`config.mk`:
```
export PLATFORM = sky130hd
export DESIGN_NAME = rsst_ctrl
export DESIGN_NICKNAME = d
export VERILOG_FILES = /design/src/hdl/rsst_pkg.sv /design/src/hdl/rsst_ctrl.sv
export SDC_FILE = /design/constraint.sdc
export NUM_CORES = 1
export LEC_CHECK = 0
export BUFFER_PORTS_ARGS = -buffer_cell sky130_fd_sc_hd__buf_2
export CORE_AREA = 2 2 39 41
export DETAILED_ROUTE_END_ITERATION = 10
export DIE_AREA = 0 0 41 43
export SLEW_MARGIN = 20
export SYNTH_ARGS = -nofsm -noshare
export SYNTH_HDL_FRONTEND = slang
export SYNTH_SLANG_ARGS = --single-unit
```
`constraint.sdc`:
```
create_clock -name clk -period 2.8 [get_ports clk]
set_input_delay 0.56 -clock clk [delete_from_list [all_inputs] [get_ports clk]]
set_output_delay 0.56 -clock clk [all_outputs]
set_load 0.005 [all_outputs]
```
`src/hdl/rsst_pkg.sv`:
```
package rsst_pkg;

	// fixed field widths
	localparam int CMD_W = 2;
	localparam int IDX_W = 13;
	localparam int AMT_W = 16;
	localparam int TOT_W = 32;
	localparam int STS_W = 2;

	// command codes
	localparam logic [CMD_W-1:0] CMD_ADD   = 2'd0;
	localparam logic [CMD_W-1:0] CMD_QUERY = 2'd1;
	localparam logic [CMD_W-1:0] CMD_CLEAR = 2'd2;

	// result status codes
	localparam logic [STS_W-1:0] STS_OK       = 2'd0;
	localparam logic [STS_W-1:0] STS_OVERFLOW = 2'd1;
	localparam logic [STS_W-1:0] STS_RANGE    = 2'd2;

	// leaf count after reset
	localparam logic [IDX_W-1:0] LEAVES_RESET = 13'd4096;

	// controller to datapath
	typedef struct packed {
		logic load;
		logic clr_start;
		logic clr_step;
		logic add_step;
		logic qry_step;
		logic finish;
	} ctl_t;

	// datapath to controller
	typedef struct packed {
		logic add_go;
		logic is_query;
		logic is_clear;
		logic add_done;
		logic qry_done;
		logic clr_last;
		logic out_free;
	} sts_t;

endpackage

```
`src/hdl/rsst_ctrl.sv`:
```
module rsst_ctrl (
	input  logic           clk,
	input  logic           arst_n,
	input  logic           in_valid,
	output logic           in_stall,
	input  logic           cfg_we,
	input  rsst_pkg::sts_t sts,
	output rsst_pkg::ctl_t ctl
);

	typedef enum logic [2:0] {
		S_CLR,
		S_IDLE,
		S_DECIDE,
		S_ADD,
		S_QRY,
		S_DONE
	} state_t;

	state_t state_q;
	logic   clr_item_q;

	always_comb begin
		ctl = '0;
		case (state_q)
			S_CLR: begin
				ctl.clr_start = cfg_we;
				ctl.clr_step  = !cfg_we;
			end
			S_IDLE: begin
				ctl.clr_start = cfg_we;
				ctl.load      = !cfg_we && in_valid;
			end
			S_DECIDE: begin
				ctl.clr_start = sts.is_clear;
			end
			S_ADD: begin
				ctl.add_step = 1'b1;
			end
			S_QRY: begin
				ctl.qry_step = 1'b1;
			end
			S_DONE: begin
				ctl.finish = sts.out_free;
			end
			default: begin
				ctl = '0;
			end
		endcase
	end

	// a register write takes the idle cycle, so no word is taken with it
	assign in_stall = (state_q != S_IDLE) || cfg_we;

	always_ff @(posedge clk or negedge arst_n) begin
		if (!arst_n) begin
			state_q    <= S_CLR;
			clr_item_q <= 1'b0;
		end else begin
			case (state_q)
				S_CLR: begin
					if (!cfg_we && sts.clr_last) begin
						state_q    <= clr_item_q ? S_DONE : S_IDLE;
						clr_item_q <= 1'b0;
					end
				end
				S_IDLE: begin
					if (cfg_we) begin
						state_q <= S_CLR;
					end else if (in_valid) begin
						state_q <= S_DECIDE;
					end
				end
				S_DECIDE: begin
					if (sts.add_go) begin
						state_q <= S_ADD;
					end else if (sts.is_query) begin
						state_q <= S_QRY;
					end else if (sts.is_clear) begin
						state_q    <= S_CLR;
						clr_item_q <= 1'b1;
					end else begin
						state_q <= S_DONE;
					end
				end
				S_ADD: begin
					if (sts.add_done) begin
						state_q <= S_DONE;
					end
				end
				S_QRY: begin
					if (sts.qry_done) begin
						state_q <= S_DONE;
					end
				end
				S_DONE: begin
					if (sts.out_free) begin
						state_q <= S_IDLE;
					end
				end
				default: begin
					state_q <= S_IDLE;
				end
			endcase
		end
	end

endmodule

```
==> load_flow_metrics.sql <==
INSERT INTO impl_metrics (metric_group, metric, value, unit) VALUES
('final_layout', 'area_delta_synth_final', '28.1', '%'),
('detailed_routing', 'detail_route.wirelength', '867', 'µm'),
('final_layout', 'fill_cells', '155', ''),
('detailed_routing', 'via_count', '400', ''),
('synthesis', 'ys_seq_elements', '4', ''),
('floorplan', 'die_area', '1760', 'µm²'),
('final_layout', 'post_route_cells_drive_above_1_share', '0.349', ''),
('critical_path', 'critical_path_arrival', '1.32', 'ns'),
('placed_design', 'placement.setup.worst_slack', '1.11', 'ns'),
('timing', 'timing.final.setup_violations', '0', ''),
('clock_tree', 'clock_tree.root_cell', 'sky130_fd_sc_hd__clkbuf_4', ''),
('detailed_routing', 'avgViaCountPerCell', '5.06', ''),
('job', 'timing.max_cap.violations', '0', ''),
('power', 'p_per_area', '951', 'nW/µm²'),
('grt', 'globalRouteTotalUtil', '0.114', ''),
('synthesis', 'post_synthesis_area_per_instance', '7.75', 'µm²'),
('synthesis', 'netlist_area', '357', 'µm²'),
('floorplan', 'initial_utilization', '0.258', ''),
('power', 'max-vdd-ir-drop', '381', 'µV'),
('grt', 'first_pass_grt_wire_length', '1370', 'µm'),
('clock_tree', 'post-cts-setup-buffers', '0', ''),
('timing', 'final_max_slew_viol_count', '0', ''),
('clock_tree', 'tritoncts', 'yes', ''),
('timing', 'period_needed', '1.88', 'ns'),
('final_layout', 'number_of_diodes_added_for_antenna_fixing', '0', ''),
('clock_tree', 'cts_max_level', '1', ''),
('timing', 'max-slew-margin-rel', '0.756', ''),
('clock_tree', 'clkLatencyLatePin', '0.23', 'ns'),
('timing', 'final.period_utilization', '0.670', ''),
('floorplan', 'core-area', '1380', 'µm²'),
('synthesis', 'synth.distinct_cells', '27', ''),
('final_layout', 'final_util', '0.330', ''),
('floorplan', 'die_width', '41', 'µm'),
('timing', 'tightestPinTransition', '0.356', 'ns'),
('critical_path', 'cp-start-kind', 'register', ''),
('critical_path', 'timing.critical_path.fanout_max', '9', ''),
('floorplan', 'count_of_standard_cell_rows', '14', ''),
('synthesis', 'synth_sequential_area_ratio', '0.281', ''),
('grt', 'grt_start_max_net_pins', '12', ''),
('timing', 'max_freq', '0.533', 'GHz'),
('power', 'overall_power', '434', 'µW'),
('placed_design', 'final_wtd_congestion', '0.824', ''),
('clock_tree', 'cts_inserted_buffers', '3', ''),
('critical_path', 'crit_type', 'register to primary output', ''),
('power', 'power.static_leakage', '0.240', 'nW'),
('timing', 'timing.final.hold_violations', '0', ''),
('grt', 'via_count_of_the_first_global_routing_pass', '306', ''),
('detailed_routing', 'dr.pass1.iters', '4', ''),
('clock_tree', 'clk_transition_reported_paths', '0.04', 'ns'),
('critical_path', 'setup.worst_path.end_class', 'primary output', ''),
('grt', 'number_of_antenna_violations_at_the_first_check_in_global_routing', '0', ''),
('clock_tree', 'ctsLongestPathBuffers', '2', ''),
('detailed_routing', 'route.detailed.wl_per_inst', '11.0', 'µm'),
('timing', 'rsz0062_at_grt', 'false', ''),
('placed_design', 'portBuffers', '17', ''),
('synthesis', 'netlist_instances', '46', ''),
('critical_path', 'req_time_crit_path', '2.24', 'ns'),
('timing', 'setup_tns', '0', 'ns'),
('clock_tree', 'ctsHoldBuffers', '0', ''),
('final_layout', 'stdcell_area', '457', 'µm²'),
('final_layout', 'number_of_nets_at_the_end_of_the_flow', '76', ''),
('synthesis', 'syn_nets', '57', ''),
('clock_tree', 'post_cts.resized_instances', '0', ''),
('floorplan', 'die_h', '43', 'µm'),
('synthesis', 'synth_warnings', '0', ''),
('placed_design', 'detailed_place.area', '434', 'µm²'),
('placed_design', 'detailed_place_hpwl', '702', 'µm'),
('floorplan', 'io_pins', '18', ''),
('detailed_routing', 'first_iter_violations', '28', ''),
('status', 'outcome', 'finished clean', ''),
('min_path', 'hp-class', 'input pin to async pin', ''),
('clock_tree', 'cts_sinks', '4', ''),
('detailed_routing', 'drc', '0', ''),
('timing', 'worst_slack', '0.925', 'ns'),
('grt', 'global_route.overflow_total', '0', ''),
('timing', 'finalClockSkew', '0.00263', 'ns'),
('detailed_routing', 'antenna_violating_nets_post_route', '0', '');
worst paths after layout:
| path | slack, ns | cells after the start | from | to |
|---|---|---|---|---|
| min in group clk | 0.54 | 1 | clr_item_q$_DFFE_PN0P_ | clr_item_q$_DFFE_PN0P_ |
| worst max-delay path | 0.92 | 5 | state_q[1]$_DFFE_PN0P_ | ctl[2] |
| max in group asynchronous | 2.55 | 1 | arst_n | state_q[1]$_DFFE_PN0P_ |
| worst min-delay path | 0.13 | 1 | arst_n | state_q[0]$_DFFE_PN0P_ |
| worst min register to register | 0.54 | 1 | clr_item_q$_DFFE_PN0P_ | clr_item_q$_DFFE_PN0P_ |
| worst max register to register | 1.44 | 4 | state_q[1]$_DFFE_PN0P_ | state_q[1]$_DFFE_PN0P_ |
power breakdown:
group          switching, mW  total [mW]  leakage (nW)  internal (mW)
combinational          0.106       0.219         0.176          0.113
clock                 0.0215      0.0693        0.0138         0.0478
sequential            0.0591       0.146        0.0504         0.0864
cell type report:
cell class | instances | area, µm² | area share
well taps | 16 | 20.0 | 0.0438
flip-flops and latches | 4 | 100 | 0.219
inverters | 5 | 18.8 | 0.0411
repair buffers | 17 | 85.1 | 0.186
multi-input cells | 34 | 210 | 0.460
clock buffers | 3 | 22.5 | 0.0493
synthesized netlist by cell type:
library cell                n  share of area
sky130_fd_sc_hd__a2111oi_0  1          0.025
sky130_fd_sc_hd__a211o_1    1          0.025
sky130_fd_sc_hd__a21o_1     1          0.021
sky130_fd_sc_hd__a221oi_1   1          0.025
sky130_fd_sc_hd__a22oi_1    1          0.021
sky130_fd_sc_hd__a31oi_1    2          0.035
sky130_fd_sc_hd__a32o_1     1          0.028
sky130_fd_sc_hd__and2b_1    1          0.021
sky130_fd_sc_hd__and3_1     2          0.035
sky130_fd_sc_hd__and3_2     1          0.021
sky130_fd_sc_hd__buf_2      1          0.014
sky130_fd_sc_hd__buf_6      2          0.063
sky130_fd_sc_hd__dfrtp_1    4           0.28
sky130_fd_sc_hd__inv_1      5          0.053
sky130_fd_sc_hd__mux2i_1    1          0.028
sky130_fd_sc_hd__nand2_1    3          0.032
sky130_fd_sc_hd__nand2b_1   1          0.018
sky130_fd_sc_hd__nor2_1     6          0.063
sky130_fd_sc_hd__nor2b_1    2          0.035
sky130_fd_sc_hd__nor3_1     2          0.028
sky130_fd_sc_hd__nor4_1     1          0.018
sky130_fd_sc_hd__o21ai_1    1          0.014
sky130_fd_sc_hd__o21bai_1   1          0.021
sky130_fd_sc_hd__o22ai_1    1          0.018
sky130_fd_sc_hd__o32ai_1    1          0.025
sky130_fd_sc_hd__or2_2      1          0.018
sky130_fd_sc_hd__or3_1      1          0.018
placed cells by master, fill, tap and decap left out:
cell	instances
sky130_fd_sc_hd__o21bai_1	1
sky130_fd_sc_hd__a32o_1	1
sky130_fd_sc_hd__nand2b_1	1
sky130_fd_sc_hd__dfrtp_1	4
sky130_fd_sc_hd__or3_1	1
sky130_fd_sc_hd__nor2b_1	2
sky130_fd_sc_hd__and2b_1	1
sky130_fd_sc_hd__mux2i_1	1
sky130_fd_sc_hd__nor3_1	2
sky130_fd_sc_hd__o32ai_1	1
sky130_fd_sc_hd__clkbuf_4	3
sky130_fd_sc_hd__a22oi_1	1
sky130_fd_sc_hd__a221oi_1	1
sky130_fd_sc_hd__a211o_1	1
sky130_fd_sc_hd__nor4_1	1
sky130_fd_sc_hd__nand2_1	3
sky130_fd_sc_hd__buf_2	17
sky130_fd_sc_hd__a2111oi_0	1
sky130_fd_sc_hd__o21ai_1	1
sky130_fd_sc_hd__o22ai_1	1
sky130_fd_sc_hd__a21o_1	1
sky130_fd_sc_hd__and3_2	1
sky130_fd_sc_hd__a31oi_1	2
sky130_fd_sc_hd__or2_2	1
sky130_fd_sc_hd__and3_1	2
sky130_fd_sc_hd__nor2_1	6
sky130_fd_sc_hd__inv_1	5
layer usage:
metal	vias up	part of all wire	track usage
met4	0	0	0.0200
li1	198	-	-
met2	17	0.46	0.147
met1	185	0.46	0.176
met5	-	0	0
met3	0	0.084	0.0471
sequential cells by signal, summed over array words and instances, names as in the netlist:
signal / cells
clr_item_q: 1
state_q: 3
kinds of logic after synthesis:
group / share of synthesized area
AOI/OAI and AO/OA: 0.256
buffers and inverters: 0.130
DFF: 0.281
muxes: 0.0281
and+or+nand+nor: 0.305
worst max-delay path: stages (launching register included):
cell and delay [ns]:
sky130_fd_sc_hd__dfrtp_1 0.48, sky130_fd_sc_hd__inv_1 0.11, sky130_fd_sc_hd__nor2_1 0.22, sky130_fd_sc_hd__nand2_1 0.10
sky130_fd_sc_hd__inv_1 0.07, sky130_fd_sc_hd__buf_2 0.10
stage by stage:
step           hold slack, ns  cells
6_report                0.126     79
5_1_grt                 0.119     79
2_1_floorplan           0.264     46
3_3_place_gp            0.366     76
4_1_cts                 0.120     79
3_5_place_dp            0.369     76
Note: power is estimated with default switching activity, not from simulation.
